### src/hw/rtl/rgse_pkg.sv
`timescale 1ns / 1ps
// shared types, constants and helpers for the swell envelope generator
// no dependencies; imported by rgse_cfg, the top and the bench

package rgse_pkg;

    // fixed point
    localparam int FRAC_BITS_DEF = 40;
    localparam int Q16_W         = 17;
    localparam int FS_W          = 18;

    // configuration port
    localparam int ADDR_W = 5;
    localparam int DATA_W = 32;
    localparam int IDX_W  = 3;

    localparam logic [IDX_W-1:0] REG_GATE    = 3'd0;
    localparam logic [IDX_W-1:0] REG_SWELL   = 3'd1;
    localparam logic [IDX_W-1:0] REG_DENSITY = 3'd2;
    localparam logic [IDX_W-1:0] REG_SHAPE   = 3'd3;
    localparam logic [IDX_W-1:0] REG_FS      = 3'd4;

    // register reset values
    localparam logic [Q16_W-1:0] GATE_RST    = 17'd0;
    localparam logic [Q16_W-1:0] SWELL_RST   = 17'd26214;
    localparam logic [Q16_W-1:0] DENSITY_RST = 17'd49152;
    localparam logic [Q16_W-1:0] SHAPE_RST   = 17'd21627;
    localparam logic [FS_W-1:0]  FS_RST      = 18'd48000;

    // arithmetic constants
    localparam logic [Q16_W-1:0] Q16_ONE     = 17'd65536;
    localparam logic [Q16_W-1:0] GATE_THRESH = 17'd655;
    localparam logic [15:0]      K_065_Q16   = 16'd42598;
    localparam int TICK_W    = 32;
    localparam int RISE_W    = 19;
    localparam int REL_W     = 18;
    localparam int SQ_W      = 38;
    localparam int MUL_B_W   = 22;
    localparam int DIV_DEN_W = 45;
    localparam int GAP_DIV   = 50;
    localparam int MIN_LEN   = 2;

    // reciprocal constants: ceil(2^24/50) exact for an 18-bit rate,
    // ceil(2^24/5) exact for a 22-bit scaled length
    localparam logic [MUL_B_W-1:0] GAP_RECIP = 22'd335545;
    localparam logic [MUL_B_W-1:0] LEN_RECIP = 22'd3355444;
    localparam int RECIP_SHIFT = 24;
    localparam int RISE_SHIFT  = 18;
    localparam int REL_SHIFT   = 17;

    // envelope phase codes
    typedef enum logic [1:0] {
        PH_IDLE   = 2'd0,
        PH_RISE   = 2'd1,
        PH_SETTLE = 2'd2
    } phase_t;

    // configuration register set
    typedef struct packed {
        logic [Q16_W-1:0] gate_amount;
        logic [Q16_W-1:0] swell_length;
        logic [Q16_W-1:0] hold_density;
        logic [Q16_W-1:0] attack_shape;
        logic [FS_W-1:0]  sample_rate_hz;
    } cfg_t;

    // clamp a q16 control to 1.0
    function automatic logic [Q16_W-1:0] sat_q16(input logic [Q16_W-1:0] v);
        return (v > Q16_ONE) ? Q16_ONE : v;
    endfunction

endpackage

### src/hw/rtl/rgse_mul.sv
`timescale 1ns / 1ps
// shared multiplier with a registered product
// depends on nothing; used by the envelope sequencer

module rgse_mul #(
    parameter int AW = 41,
    parameter int BW = 22
) (
    input  logic             clk,
    input  logic [AW-1:0]    op_a,
    input  logic [BW-1:0]    op_b,
    output logic [AW+BW-1:0] product
);

    logic [AW+BW-1:0] prod_reg;
    logic [AW+BW-1:0] prod_next;

    // full-width unsigned product
    assign prod_next = {{BW{1'b0}}, op_a} * {{AW{1'b0}}, op_b};

    always_ff @(posedge clk)
    begin
        prod_reg <= prod_next;
    end

    assign product = prod_reg;

endmodule

### src/hw/rtl/rgse_div.sv
`timescale 1ns / 1ps
// shared restoring divider, one quotient bit per cycle
// depends on nothing; used by the envelope sequencer

module rgse_div #(
    parameter int DW = 57,
    parameter int VW = 45
) (
    input  logic          clk,
    input  logic          rst_n,
    input  logic          start,
    input  logic [DW-1:0] dividend,
    input  logic [VW-1:0] divisor,
    output logic          done,
    output logic [DW-1:0] quotient
);

    localparam int CW = $clog2(DW + 1);

    logic [VW-1:0] rem_reg, rem_next;
    logic [DW-1:0] quo_reg, quo_next;
    logic [VW-1:0] den_reg, den_next;
    logic [CW-1:0] cnt_reg, cnt_next;
    logic          busy_reg, busy_next;
    logic          done_reg, done_next;

    logic [VW:0]   trial;
    logic [VW:0]   diff;
    logic          fits;

    // trial subtract of the shifted remainder
    assign trial = {rem_reg, quo_reg[DW-1]};
    assign fits  = trial >= {1'b0, den_reg};
    assign diff  = trial - {1'b0, den_reg};

    // iteration control
    always_comb
    begin
        rem_next  = rem_reg;
        quo_next  = quo_reg;
        den_next  = den_reg;
        cnt_next  = cnt_reg;
        busy_next = busy_reg;
        done_next = 1'b0;
        if (start)
        begin
            rem_next  = '0;
            quo_next  = dividend;
            den_next  = divisor;
            cnt_next  = CW'(DW);
            busy_next = 1'b1;
        end
        else if (busy_reg)
        begin
            rem_next = fits ? diff[VW-1:0] : trial[VW-1:0];
            quo_next = {quo_reg[DW-2:0], fits};
            cnt_next = cnt_reg - CW'(1);
            if (cnt_reg == CW'(1))
            begin
                busy_next = 1'b0;
                done_next = 1'b1;
            end
        end
    end

    always_ff @(posedge clk or negedge rst_n)
    begin
        if (!rst_n)
        begin
            rem_reg  <= '0;
            quo_reg  <= '0;
            den_reg  <= '0;
            cnt_reg  <= '0;
            busy_reg <= 1'b0;
            done_reg <= 1'b0;
        end
        else
        begin
            rem_reg  <= rem_next;
            quo_reg  <= quo_next;
            den_reg  <= den_next;
            cnt_reg  <= cnt_next;
            busy_reg <= busy_next;
            done_reg <= done_next;
        end
    end

    assign done     = done_reg;
    assign quotient = quo_reg;

endmodule

### src/hw/rtl/rgse_cfg.sv
`timescale 1ns / 1ps
// apb-style configuration registers of the swell envelope generator
// depends on rgse_pkg

module rgse_cfg
    import rgse_pkg::*;
(
    input  logic              clk,
    input  logic              rst_n,
    input  logic              psel,
    input  logic              penable,
    input  logic              pwrite,
    input  logic [ADDR_W-1:0] paddr,
    input  logic [DATA_W-1:0] pwdata,
    output logic [DATA_W-1:0] prdata,
    output logic              pready,
    output cfg_t              cfg
);

    cfg_t             cfg_reg, cfg_next;
    logic [IDX_W-1:0] idx;
    logic             wr_en;

    assign idx    = paddr[ADDR_W-1:2];
    assign wr_en  = psel && penable && pwrite;
    assign pready = 1'b1;

    // register write decode
    always_comb
    begin
        cfg_next = cfg_reg;
        if (wr_en)
        begin
            case (idx)
                REG_GATE:    cfg_next.gate_amount    = pwdata[Q16_W-1:0];
                REG_SWELL:   cfg_next.swell_length   = pwdata[Q16_W-1:0];
                REG_DENSITY: cfg_next.hold_density   = pwdata[Q16_W-1:0];
                REG_SHAPE:   cfg_next.attack_shape   = pwdata[Q16_W-1:0];
                REG_FS:      cfg_next.sample_rate_hz = pwdata[FS_W-1:0];
                default:     cfg_next = cfg_reg;
            endcase
        end
    end

    // read mux
    always_comb
    begin
        case (idx)
            REG_GATE:    prdata = DATA_W'(cfg_reg.gate_amount);
            REG_SWELL:   prdata = DATA_W'(cfg_reg.swell_length);
            REG_DENSITY: prdata = DATA_W'(cfg_reg.hold_density);
            REG_SHAPE:   prdata = DATA_W'(cfg_reg.attack_shape);
            REG_FS:      prdata = DATA_W'(cfg_reg.sample_rate_hz);
            default:     prdata = '0;
        endcase
    end

    always_ff @(posedge clk or negedge rst_n)
    begin
        if (!rst_n)
        begin
            cfg_reg.gate_amount    <= GATE_RST;
            cfg_reg.swell_length   <= SWELL_RST;
            cfg_reg.hold_density   <= DENSITY_RST;
            cfg_reg.attack_shape   <= SHAPE_RST;
            cfg_reg.sample_rate_hz <= FS_RST;
        end
        else
        begin
            cfg_reg <= cfg_next;
        end
    end

    assign cfg = cfg_reg;

endmodule

### src/hw/rtl/reverse_gate_swell_envelope_top.sv
`timescale 1ns / 1ps
// swell envelope generator top: sequencer over a shared multiplier and divider
// depends on rgse_pkg, rgse_cfg, rgse_mul, rgse_div
//
//   channel  direction  handshake            payload
//   in       sink       in_valid / in_stall   onset
//   out      source     out_valid / out_stall envelope_gain, phase, retriggered
//   cfg      sink       apb write/read        5 registers at byte address 4*i
//
// a sample without a retrigger test goes straight from idle to the update; an onset
// that fails the gap test first passes through the gap multiply and check; a retrigger
// also computes both lengths and makes three passes through the one-bit-per-cycle divider.
// in_stall is high while a sample is in work, including any cycles that a
// waiting result holds the update; the next sample is taken while a result
// still waits in the output register.
// reset restores the envelope to 1.0, idle, and clears counters and steps.

module reverse_gate_swell_envelope_top
    import rgse_pkg::*;
#(
    parameter int FRAC_BITS = FRAC_BITS_DEF
) (
    input  logic              clk,
    input  logic              rst_n,
    input  logic              in_valid,
    output logic              in_stall,
    input  logic              onset,
    output logic              out_valid,
    input  logic              out_stall,
    output logic [Q16_W-1:0]  envelope_gain,
    output logic [1:0]        phase,
    output logic              retriggered,
    input  logic              psel,
    input  logic              penable,
    input  logic              pwrite,
    input  logic [ADDR_W-1:0] paddr,
    input  logic [DATA_W-1:0] pwdata,
    output logic [DATA_W-1:0] prdata,
    output logic              pready
);

    localparam int LW = FRAC_BITS + 1;
    localparam int SW = FRAC_BITS + 8;
    localparam int DW = FRAC_BITS + 17;
    localparam int VW = DIV_DEN_W;
    localparam int MA = LW;
    localparam int MB = MUL_B_W;
    localparam int PW = MA + MB;

    localparam logic [LW-1:0] ONE_Q     = {1'b1, {FRAC_BITS{1'b0}}};
    localparam logic [LW-1:0] FLOOR_MIN = ONE_Q / LW'(5);
    localparam logic [LW-1:0] SPAN_MIN  = ONE_Q / LW'(10000);
    localparam logic [SW-1:0] STEP_MAX  = {SW{1'b1}};

    typedef enum logic [4:0] {
        ST_IDLE,
        ST_GAP_MUL,
        ST_GAP_CHK,
        ST_RISE_MUL,
        ST_RISE_RCP,
        ST_RISE_LEN,
        ST_REL_MUL,
        ST_REL_RCP,
        ST_REL_LEN,
        ST_SQ_MUL,
        ST_STEP_MUL,
        ST_STEP_DIV,
        ST_STEP_WAIT,
        ST_ACC_MUL,
        ST_ACC_DIV,
        ST_ACC_WAIT,
        ST_FALL_DIV,
        ST_FALL_WAIT,
        ST_UPDATE
    } state_t;

    cfg_t cfg;

    // sequencer and envelope state
    state_t              state_reg, state_next;
    logic [LW-1:0]       level_reg, level_next;
    phase_t              phase_reg, phase_next;
    logic [SW-1:0]       rise_step_reg, rise_step_next;
    logic [SW-1:0]       accel_reg, accel_next;
    logic [SW-1:0]       fall_step_reg, fall_step_next;
    logic [TICK_W-1:0]   tick_reg, tick_next;
    logic [TICK_W-1:0]   last_reg, last_next;
    logic [LW-1:0]       fl_reg, fl_next;
    logic                active_reg, active_next;
    logic                retrig_reg, retrig_next;
    logic [RISE_W-1:0]   rise_reg, rise_next;
    logic [REL_W-1:0]    rel_reg, rel_next;
    logic [SQ_W-1:0]     sq_reg, sq_next;

    // output register
    logic                out_valid_reg, out_valid_next;
    logic [Q16_W-1:0]    gain_out_reg, gain_out_next;
    logic [1:0]          phase_out_reg, phase_out_next;
    logic                retrig_out_reg, retrig_out_next;

    // shared unit connections
    logic [MA-1:0]       mul_a;
    logic [MB-1:0]       mul_b;
    logic [PW-1:0]       mul_p;
    logic                div_start;
    logic [DW-1:0]       div_num;
    logic [VW-1:0]       div_den;
    logic                div_done;
    logic [DW-1:0]       div_quot;

    // config-derived values
    logic [Q16_W-1:0]    g_sat;
    logic [31:0]         gate_mul;
    logic [47:0]         gate_prod48;
    logic [FRAC_BITS-1:0] drop;
    logic [LW-1:0]       floor_raw;
    logic [LW-1:0]       floor_cur;
    logic                active_cur;
    logic [MB-1:0]       k_rise;
    logic [MB-1:0]       k_rel;
    logic [Q16_W-1:0]    shape;
    logic [Q16_W-1:0]    shape_inv;

    // per-sample working values
    logic [LW-1:0]       level_gap;
    logic [LW-1:0]       span;
    logic [TICK_W-1:0]   gap;
    logic [PW-1:0]       len_quot;
    logic [FRAC_BITS-1:0] mv_rise;
    logic [FRAC_BITS-1:0] mv_fall;
    logic [LW:0]         rise_sum;
    logic [SW:0]         step_sum;
    logic [LW:0]         fall_lim;
    logic                out_free;

    rgse_cfg u_cfg (
        .clk     (clk),
        .rst_n   (rst_n),
        .psel    (psel),
        .penable (penable),
        .pwrite  (pwrite),
        .paddr   (paddr),
        .pwdata  (pwdata),
        .prdata  (prdata),
        .pready  (pready),
        .cfg     (cfg)
    );

    rgse_mul #(
        .AW (MA),
        .BW (MB)
    ) u_mul (
        .clk     (clk),
        .op_a    (mul_a),
        .op_b    (mul_b),
        .product (mul_p)
    );

    rgse_div #(
        .DW (DW),
        .VW (VW)
    ) u_div (
        .clk      (clk),
        .rst_n    (rst_n),
        .start    (div_start),
        .dividend (div_num),
        .divisor  (div_den),
        .done     (div_done),
        .quotient (div_quot)
    );

    // floor and gate activity from the gate depth
    assign g_sat       = sat_q16(cfg.gate_amount);
    assign gate_mul    = 32'(g_sat) * 32'(K_065_Q16);
    assign gate_prod48 = {gate_mul, 16'd0};
    assign drop        = gate_prod48[47 -: FRAC_BITS];
    assign floor_raw   = ONE_Q - LW'(drop);
    assign floor_cur   = (floor_raw < FLOOR_MIN) ? FLOOR_MIN : floor_raw;
    assign active_cur  = g_sat > GATE_THRESH;

    // length numerators and attack blend weights
    assign k_rise    = MB'(Q16_ONE) + MB'(sat_q16(cfg.swell_length)) * MB'(39);
    assign k_rel     = MB'(196608) + MB'(sat_q16(cfg.hold_density)) * MB'(7);
    assign shape     = sat_q16(cfg.attack_shape);
    assign shape_inv = Q16_ONE - shape;

    // rise span from the current level, or from the floor when idle
    assign level_gap = (level_reg >= ONE_Q) ? '0 : ONE_Q - level_reg;
    always_comb
    begin
        if (phase_reg == PH_RISE || phase_reg == PH_SETTLE)
        begin
            span = (level_gap < SPAN_MIN) ? SPAN_MIN : level_gap;
        end
        else
        begin
            span = ONE_Q - fl_reg;
        end
    end

    assign gap = tick_reg - last_reg;

    // quotient of a reciprocal multiply
    assign len_quot = mul_p >> RECIP_SHIFT;

    // per-sample moves, at least one lsb
    assign mv_rise = (rise_step_reg[SW-1:8] == '0) ? FRAC_BITS'(1) : rise_step_reg[SW-1:8];
    assign mv_fall = (fall_step_reg[SW-1:8] == '0) ? FRAC_BITS'(1) : fall_step_reg[SW-1:8];
    assign rise_sum = (LW+1)'(level_reg) + (LW+1)'(mv_rise);
    assign step_sum = (SW+1)'(rise_step_reg) + (SW+1)'(accel_reg);
    assign fall_lim = (LW+1)'(fl_reg) + (LW+1)'(mv_fall);

    assign out_free = !out_valid_reg || !out_stall;

    // multiplier operand select
    always_comb
    begin
        case (state_reg)
            ST_GAP_MUL:
            begin
                mul_a = MA'(cfg.sample_rate_hz);
                mul_b = GAP_RECIP;
            end
            ST_RISE_MUL:
            begin
                mul_a = MA'(cfg.sample_rate_hz);
                mul_b = k_rise;
            end
            ST_RISE_RCP:
            begin
                mul_a = MA'(mul_p >> RISE_SHIFT);
                mul_b = LEN_RECIP;
            end
            ST_REL_MUL:
            begin
                mul_a = MA'(cfg.sample_rate_hz);
                mul_b = k_rel;
            end
            ST_REL_RCP:
            begin
                mul_a = MA'(mul_p >> REL_SHIFT);
                mul_b = LEN_RECIP;
            end
            ST_SQ_MUL:
            begin
                mul_a = MA'(rise_reg);
                mul_b = MB'(rise_reg);
            end
            ST_STEP_MUL:
            begin
                mul_a = span;
                mul_b = MB'(shape_inv);
            end
            ST_ACC_MUL:
            begin
                mul_a = span;
                mul_b = MB'(shape);
            end
            default:
            begin
                mul_a = '0;
                mul_b = '0;
            end
        endcase
    end

    // divider operand select and start
    always_comb
    begin
        div_start = 1'b0;
        div_num   = '0;
        div_den   = '0;
        case (state_reg)
            ST_STEP_DIV:
            begin
                div_start = 1'b1;
                div_num   = DW'(mul_p);
                div_den   = VW'({rise_reg, 8'd0});
            end
            ST_ACC_DIV:
            begin
                div_start = 1'b1;
                div_num   = DW'(mul_p);
                div_den   = VW'({sq_reg, 7'd0});
            end
            ST_FALL_DIV:
            begin
                div_start = 1'b1;
                div_num   = DW'({ONE_Q - fl_reg, 8'd0});
                div_den   = VW'(rel_reg);
            end
            default:
            begin
                div_start = 1'b0;
            end
        endcase
    end

    // sequencer next state
    always_comb
    begin
        state_next      = state_reg;
        level_next      = level_reg;
        phase_next      = phase_reg;
        rise_step_next  = rise_step_reg;
        accel_next      = accel_reg;
        fall_step_next  = fall_step_reg;
        tick_next       = tick_reg;
        last_next       = last_reg;
        fl_next         = fl_reg;
        active_next     = active_reg;
        retrig_next     = retrig_reg;
        rise_next       = rise_reg;
        rel_next        = rel_reg;
        sq_next         = sq_reg;
        out_valid_next  = out_valid_reg && out_stall;
        gain_out_next   = gain_out_reg;
        phase_out_next  = phase_out_reg;
        retrig_out_next = retrig_out_reg;

        case (state_reg)
            ST_IDLE:
            begin
                if (in_valid)
                begin
                    tick_next   = tick_reg + TICK_W'(1);
                    fl_next     = floor_cur;
                    active_next = active_cur;
                    retrig_next = 1'b0;
                    state_next  = (onset && active_cur) ? ST_GAP_MUL : ST_UPDATE;
                end
            end
            ST_GAP_MUL:
            begin
                state_next = ST_GAP_CHK;
            end
            ST_GAP_CHK:
            begin
                state_next = (PW'(gap) >= len_quot) ? ST_RISE_MUL : ST_UPDATE;
            end
            ST_RISE_MUL:
            begin
                state_next = ST_RISE_RCP;
            end
            ST_RISE_RCP:
            begin
                state_next = ST_RISE_LEN;
            end
            ST_RISE_LEN:
            begin
                rise_next  = (len_quot < PW'(MIN_LEN)) ? RISE_W'(MIN_LEN)
                                                       : len_quot[RISE_W-1:0];
                state_next = ST_REL_MUL;
            end
            ST_REL_MUL:
            begin
                state_next = ST_REL_RCP;
            end
            ST_REL_RCP:
            begin
                state_next = ST_REL_LEN;
            end
            ST_REL_LEN:
            begin
                rel_next   = (len_quot < PW'(MIN_LEN)) ? REL_W'(MIN_LEN)
                                                       : len_quot[REL_W-1:0];
                state_next = ST_SQ_MUL;
            end
            ST_SQ_MUL:
            begin
                state_next = ST_STEP_MUL;
            end
            ST_STEP_MUL:
            begin
                sq_next    = mul_p[SQ_W-1:0];
                state_next = ST_STEP_DIV;
            end
            ST_STEP_DIV:
            begin
                state_next = ST_STEP_WAIT;
            end
            ST_STEP_WAIT:
            begin
                if (div_done)
                begin
                    rise_step_next = (div_quot[DW-1:SW] != '0) ? STEP_MAX
                                                               : div_quot[SW-1:0];
                    state_next     = ST_ACC_MUL;
                end
            end
            ST_ACC_MUL:
            begin
                state_next = ST_ACC_DIV;
            end
            ST_ACC_DIV:
            begin
                state_next = ST_ACC_WAIT;
            end
            ST_ACC_WAIT:
            begin
                if (div_done)
                begin
                    accel_next = (div_quot[DW-1:SW] != '0) ? STEP_MAX : div_quot[SW-1:0];
                    state_next = ST_FALL_DIV;
                end
            end
            ST_FALL_DIV:
            begin
                state_next = ST_FALL_WAIT;
            end
            ST_FALL_WAIT:
            begin
                if (div_done)
                begin
                    fall_step_next = div_quot[SW-1:0];
                    phase_next     = PH_RISE;
                    last_next      = tick_reg;
                    retrig_next    = 1'b1;
                    state_next     = ST_UPDATE;
                end
            end
            ST_UPDATE:
            begin
                if (out_free)
                begin
                    // envelope update for this sample
                    if (active_reg)
                    begin
                        case (phase_reg)
                            PH_RISE:
                            begin
                                rise_step_next = (step_sum > (SW+1)'(STEP_MAX))
                                                 ? STEP_MAX : step_sum[SW-1:0];
                                if (rise_sum >= (LW+1)'(ONE_Q))
                                begin
                                    level_next = ONE_Q;
                                    phase_next = PH_SETTLE;
                                end
                                else
                                begin
                                    level_next = rise_sum[LW-1:0];
                                end
                            end
                            PH_SETTLE:
                            begin
                                if ((LW+1)'(level_reg) <= fall_lim)
                                begin
                                    level_next = fl_reg;
                                    phase_next = PH_IDLE;
                                end
                                else
                                begin
                                    level_next = level_reg - LW'(mv_fall);
                                end
                            end
                            default:
                            begin
                                phase_next = PH_IDLE;
                            end
                        endcase
                    end
                    else
                    begin
                        level_next = ONE_Q;
                        phase_next = PH_IDLE;
                    end
                    // load the output register
                    out_valid_next  = 1'b1;
                    gain_out_next   = level_next[FRAC_BITS -: Q16_W];
                    phase_out_next  = phase_next;
                    retrig_out_next = retrig_reg;
                    state_next      = ST_IDLE;
                end
            end
            default:
            begin
                state_next = ST_IDLE;
            end
        endcase
    end

    always_ff @(posedge clk or negedge rst_n)
    begin
        if (!rst_n)
        begin
            state_reg      <= ST_IDLE;
            level_reg      <= ONE_Q;
            phase_reg      <= PH_IDLE;
            rise_step_reg  <= '0;
            accel_reg      <= '0;
            fall_step_reg  <= '0;
            tick_reg       <= '0;
            last_reg       <= '0;
            fl_reg         <= ONE_Q;
            active_reg     <= 1'b0;
            retrig_reg     <= 1'b0;
            rise_reg       <= '0;
            rel_reg        <= '0;
            sq_reg         <= '0;
            out_valid_reg  <= 1'b0;
            gain_out_reg   <= '0;
            phase_out_reg  <= '0;
            retrig_out_reg <= 1'b0;
        end
        else
        begin
            state_reg      <= state_next;
            level_reg      <= level_next;
            phase_reg      <= phase_next;
            rise_step_reg  <= rise_step_next;
            accel_reg      <= accel_next;
            fall_step_reg  <= fall_step_next;
            tick_reg       <= tick_next;
            last_reg       <= last_next;
            fl_reg         <= fl_next;
            active_reg     <= active_next;
            retrig_reg     <= retrig_next;
            rise_reg       <= rise_next;
            rel_reg        <= rel_next;
            sq_reg         <= sq_next;
            out_valid_reg  <= out_valid_next;
            gain_out_reg   <= gain_out_next;
            phase_out_reg  <= phase_out_next;
            retrig_out_reg <= retrig_out_next;
        end
    end

    // a new sample is taken only by the idle sequencer
    assign in_stall      = (state_reg != ST_IDLE);
    assign out_valid     = out_valid_reg;
    assign envelope_gain = gain_out_reg;
    assign phase         = phase_out_reg;
    assign retriggered   = retrig_out_reg;

endmodule

### config.mk
export PLATFORM = sky130hd
export DESIGN_NAME = reverse_gate_swell_envelope_top
export DESIGN_NICKNAME = d
export VERILOG_FILES = /design/src/hw/rtl/rgse_pkg.sv /design/src/hw/rtl/rgse_mul.sv /design/src/hw/rtl/rgse_div.sv /design/src/hw/rtl/rgse_cfg.sv /design/src/hw/rtl/reverse_gate_swell_envelope_top.sv
export SDC_FILE = /design/constraint.sdc
export NUM_CORES = 2
export LEC_CHECK = 0
export BUFFER_PORTS_ARGS = -buffer_cell sky130_fd_sc_hd__buf_2
export CAP_MARGIN = 20
export CELL_PAD_IN_SITES_DETAIL_PLACEMENT = 1
export CELL_PAD_IN_SITES_GLOBAL_PLACEMENT = 2
export CORE_ASPECT_RATIO = 0.7
export CORE_UTILIZATION = 42
export DETAILED_ROUTE_END_ITERATION = 8
export GPL_TIMING_DRIVEN = 0
export PLACE_DENSITY = 0.88
export SETUP_SLACK_MARGIN = 0.1
export SLEW_MARGIN = 5
export SYNTH_ARGS = -nofsm -noshare
export SYNTH_HDL_FRONTEND = slang
export SYNTH_HIERARCHICAL = 1
export SYNTH_SLANG_ARGS = --single-unit
### constraint.sdc
create_clock -name clk -period 16.2 [get_ports clk]
set_input_delay 0.81 -clock clk [delete_from_list [all_inputs] [get_ports clk]]
set_output_delay 0.81 -clock clk [all_outputs]
set_load 0.005 [all_outputs]
== Yosys cells after proc, flatten, opt, wreduce, memory -nomap -nowiden ==
Cells that the tools add are included.
Storage, ports and cells
  flip-flop bits (word level): 699
  latch bits: 0
  bits in writable memories: 0
  ROM bits: 0
  input port bits: 45
  output and inout port bits: 55
  word-level logic and storage cells: 195
  memories: 0
Operators by class
  add/sub/neg operators: 14
  multiply operators: 4
  div/mod/pow operators: 0
  order comparisons: 14
  eq/ne operators: 33
  shift operators: 0
  mux-type cells: 62
  bitwise logic cells: 0
  reductions and logical operators: 37
Operators by type and width (count)
  48-bit two-way mux: 6
  41-bit two-way mux: 7
  41-bit case mux with 5 select lines: 1
  22-bit case mux with 7 select lines: 1
  45-bit two-way mux: 3
  45-bit case mux with 3 select lines: 1
  57-bit two-way mux: 2
  57-bit case mux with 2 select lines: 1
  48-bit case mux with 2 select lines: 1
  5-bit case mux with 19 select lines: 1
  18-bit case mux with 5 select lines: 1
  41-bit by 40-bit adder with 42-bit output: 2
  41-bit case mux with 2 select lines: 1
  41-bit subtractor (first input constant): 2
  40-bit logical NOT: 2
  40-bit two-way mux: 2
  17-bit greater-than comparator (second input constant): 4
  17-bit two-way mux: 4
  41-bit by 22-bit multiplier with 63-bit output: 1
  48-bit by 48-bit adder with 49-bit output: 1
  49-bit by 48-bit greater-than comparator with 1-bit output (second input constant): 1
  46-bit by 45-bit greater-or-equal comparator with 1-bit output: 1
  45-bit subtractor: 1
  42-bit by 41-bit greater-or-equal comparator with 1-bit output (second input constant): 1
  other kinds (53): 116

== Longest topological paths before layout ==
  depth after elaboration: 9
  gate-level depth with buffers: 50
  gate-level depth less buffers: 48

== Hierarchy ==
The synthesis kept the hierarchy.
Modules (own cells, without submodules)
  reverse_gate_swell_envelope_top: instances 1, cells an instance 5185, area each 42099.1 um^2, seq. area each 9086.2 um^2
  rgse_mul: instances 1, cells an instance 3278, area each 29314.4 um^2, seq. area each 1261.2 um^2
  rgse_div: instances 1, cells an instance 1133, area each 9888.2 um^2, seq. area each 3878.7 um^2
  rgse_cfg: instances 1, cells an instance 273, area each 3991.3 um^2, seq. area each 2184.6 um^2

== Least setup slack after synthesis ==
No wires, ideal clock.
  path type: register -> register
  from: reg u_cfg.cfg_reg (netlist bit u_cfg/cfg[55])
  to: reg u_mul.prod_reg[55] (netlist: u_mul/product[55])
  setup time: 0.072 ns
  data arrival time: 11.491 ns
  required time: 16.128 ns
  path slack: 4.638 ns
  cell stages (with the launch flop): 46
  buffers on the path: 3
  clock period less this slack: 11.562 ns
  cell sequence: dfrtp_1 -> nor4_1 -> nand4_1 -> nand2_1 -> clkbuf_1 -> nand2_1 -> fa_1 -> inv_1 -> ha_1 -> inv_1 -> fa_1 -> inv_1 -> ha_1 -> ha_1 -> nor2b_1 -> o21ai_0 -> a21boi_0 -> o21ai_0 -> (+10 left out) -> fa_1 -> fa_1 -> fa_1 -> fa_1 -> fa_1 -> fa_1 -> inv_1 -> fa_1 -> inv_1 -> ha_1 -> clkbuf_1 -> nand4_1 -> or3_1 -> o311a_1 -> nor3_4 -> nand3_2 -> a41oi_2 -> xor2_1
Between the ends
  longest elaborated chain between the ends: 6
RTL lines
  start, declared: line rgse_cfg.sv:20  | cfg_t cfg_reg, cfg_next;
  start signal, assigned: line rgse_cfg.sv:70  | cfg_reg <= cfg_next;
  17-bit greater-than comparator: line rgse_pkg.sv:69  | return (v > Q16_ONE) ? Q16_ONE : v;
  17-bit two-way mux *: line rgse_pkg.sv:69
  17-bit by 6-bit multiplier with 22-bit output *: line reverse_gate_swell_envelope_top.sv:182  | assign k_rise = MB'(Q16_ONE) + MB'(sat_q16(cfg.swell_length)) * MB'(39);
  17-bit by 22-bit adder with 22-bit output *: line reverse_gate_swell_envelope_top.sv:182
  22-bit case mux with 7 select lines *: line reverse_gate_swell_envelope_top.sv:218  | case (state_reg)
  via mul_b[20]: line reverse_gate_swell_envelope_top.sv:103  | logic [MB-1:0] mul_b;
  41-bit by 22-bit multiplier with 63-bit output *: line rgse_mul.sv:19  | assign prod_next = {{BW{1'b0}}, op_a} * {{AW{1'b0}}, op_b};
  via u_mul.prod_next[55]: line rgse_mul.sv:16  | logic [AW+BW-1:0] prod_next;
  end signal, assigned: line rgse_mul.sv:23  | prod_reg <= prod_next;
  end, declared: line rgse_mul.sv:15  | logic [AW+BW-1:0] prod_reg;
The timed path passes the listed nets; every way through them passes the cells marked *.
A chain may end at the register's enable or synchronous reset.

== Worst setup path after layout ==
  from: reg u_cfg.cfg_reg (netlist bit u_cfg/cfg[63])
  to: reg u_mul.prod_reg[55] (netlist: u_mul/product[55])
The elaborated chain is that of the path after synthesis.

==> results.cfg <==
[floorplan]
start_util_pct = 42.5
core-area_mm2 = 0.201
die_w_um = 541
die_h_um = 379
die_area_mm2 = 0.205
io_pins = 100
rows = 137

[clock_network]
htreeDepth = 3
cts_setup_buffers = 0
cts_buffer_depth = 3
cts_resized = 0
path_clk_slew_ps = 70
cts-root-buf = clkbuf_16
cts_hold_buf = 1
cts_made_buffers = 75
clock-sinks = 667
cts_tree = yes
clock_latency_ps = 730

[worst_setup_path]
required_ps = 16800
cpMostUsedCell = fa_1
crit_slowest_cell = clkbuf_1
start_kind = flip-flop
cp.arrival_ps = 15940
path_class = flip-flop to flip-flop
crit_fanout = 10
max_stage_delay_ps = 940
crit_path_end_kind = flip-flop

[global_route]
grt_max_degree = 114
grt_util_all_layers_pct = 37.4
grt_pass1_vias = 80770
overflow = 0
antenna_found_initial = 38
grt_pass1_wl_um = 561000

[placement]
place_congestion = 1.04
dp_hpwl_um = 320000
dp_slack_ps = 1490
portBuffers = 66

[finish]
layout_common_cells = 1360 x nand2_1, 1285 x inv_1, 903 x fa_1
final_nets = 11746
drive_gt1_share_pct = 5.87
area_delta_synth_final_pct = 7.96
largest_register_ffs = 86
final_common_cell = nand2_1
final_util_pct = 45.9

[yosys]
synth.area.mux_share_pct = 3.16
yosysSeqAreaShare_pct = 19.2
synthXorXnorAreaFrac_pct = 4.44
synthAdderAreaFrac_pct = 32.0
yosysWarnings = 6
syn_area_per_cell_um2 = 8.64
async_flop_share_pct = 90.6
synth_top_area_share_pct = 21.2
ys_ff_latch = 667
synth_edf_count = 0
syn-instance-count = 9869
synth_compound_area_share_pct = 16.1
synth_area_leaders = fa_1 21%, dfrtp_1 17%, ha_1 11%, nand2_1 6.0%, inv_1 5.7%
synth_area_mm2 = 0.0853
synth-simple-area-share_pct = 16.5
synth.distinct_cells = 114
synth_top_family_by_area = adder cells
ys.flop_type = dfrtp_1
synth_top_cell_by_area = fa_1

[timing]
maxSlewHeadroom_pct = 14.1
setup_viol = 0
clock_skew_ps = 70.6
setup_slack_ps = 858
hold_viol = 0
rsz0062_at_grt = false
period_needed_ps = 15340
fmax_mhz = 65.2
fin_tns_setup_ps = 0
worst_pin_slew_ps = 1290
period_share_pct = 94.7
worst_hold_slack_ps = 308
drv_slew = 0

[drt]
via_count = 79012
detail_route.wl_per_cell_um = 30.1
first_iter_violations = 8814
wl_um = 385000
drtAntennaViolNets = 0
routed_via_density = 6.18
first_pass_iters = 8
drc_errors = 0

[pwr]
cellPowerDensity_mw_per_mm2 = 98.3
ir_drop_mv = 0.516
p_leak_nw = 44.3

[status]
status = finished, final reports clean

[hold_path]
min_path_type = input pin to flip-flop

[flow_run]
max_cap_violations = 0
[cell families after synthesis]
kind of cell / count (synthesis)
and+or+nand+nor: 2970
AOI/OAI and AO/OA: 2037
buffers and inverters: 1872
adders and majority gates: 1639
DFF: 667
xor gates and xnor gates: 432
muxes: 250
other: 2
[cell type report]
class | instances | area, um^2
flip-flops and latches | 667 | 16400
clock inverters | 27 | 312
inverters | 1286 | 4830
repair buffers | 103 | 806
multi-input cells | 7343 | 61700
well taps | 2641 | 3300
plain buffers | 586 | 2470
diodes | 21 | 52.6
fillers | 23773 | 108000
clock buffers | 113 | 2230
[path summary, 6_finish.rpt]
check | cells past startpoint | slack [ps] | endpoint | startpoint
min in group asynchronous | 2 | 540 | level_reg[35]$_DFFE_PN0P_ | rst_n
hold / removal | 2 | 310 | u_cfg/cfg[17]$_DFFE_PN0P_ | pwdata[17]
hold reg to reg | 2 | 440 | sq_reg[15]$_DFFE_PN0P_ | u_mul/product[15]$_DFF_P_
setup reg to reg | 49 | 860 | u_mul/product[55]$_DFF_P_ | u_cfg/cfg[63]$_DFFE_PN0P_
max in group asynchronous | 4 | 14200 | fl_reg[22]$_DFFE_PN0P_ | rst_n
setup / recovery | 49 | 860 | u_mul/product[55]$_DFF_P_ | u_cfg/cfg[63]$_DFFE_PN0P_
[synth_stat cells, drive strengths merged, types with 28 or more instances]
library cell     n
inv           1285
dfstp           28
a31oi           63
mux2i           93
o22ai           69
xor2           150
nor2b           61
and2           354
nor4            88
a222oi          40
nor2           419
o31ai           41
a21oi          458
nand2b          61
o211ai          40
nand2         1360
a22o            47
clkbuf         484
nor3           139
a211oi          46
mux2           157
dfxtp           63
o22a            47
buf            102
o21bai          54
fa             903
a22oi           45
o21a            60
o21ai          509
and3            74
or3             42
nand4           89
a221o           59
ha             736
nand3          144
dfrtp          576
a21o           190
a311oi          45
xnor2          282
[layer usage]
| layer | up-vias | track usage [%] | wire length (um) |
|---|---|---|---|
| met4 | 24 | 12.2 | 14900 |
| li1 | 33523 | - | - |
| met3 | 697 | 13.7 | 49900 |
| met5 | - | 0 | 171 |
| met1 | 40799 | 53.9 | 172000 |
| met2 | 3969 | 50.9 | 148000 |
[critical path, delay by kind of cell, from the launching register on]
family | cells | cell delay [ps]
AO/OA/AOI/OAI | 13 | 3140
XOR/XNOR | 2 | 420
adder cells (fa/ha/maj) | 13 | 6000
buffers and inverters | 11 | 2440
flip-flops | 1 | 420
AND/OR/NAND/NOR | 10 | 2770
[metrics by stage]
step | instances | power (W) | area [um^2]
6_report | 12787 | 0.00905 | 92100
5_1_grt | 12769 | 0.00966 | 92000
4_1_cts | 12757 | 0.00894 | 91900
3_5_place_dp | 12616 | 0.00705 | 89400
3_3_place_gp | 12589 | 0.00685 | 89000
2_1_floorplan | 9882 | 0.00538 | 85300
[where the power goes]
group / internal (W) / switching (W)
combinational: 0.00185 / 0.00357
sequential: 0.00172 / 0.0000943
clock: 0.00101 / 0.000816
total: 0.00458 / 0.00448
Note: power is estimated with default switching activity, not from simulation.
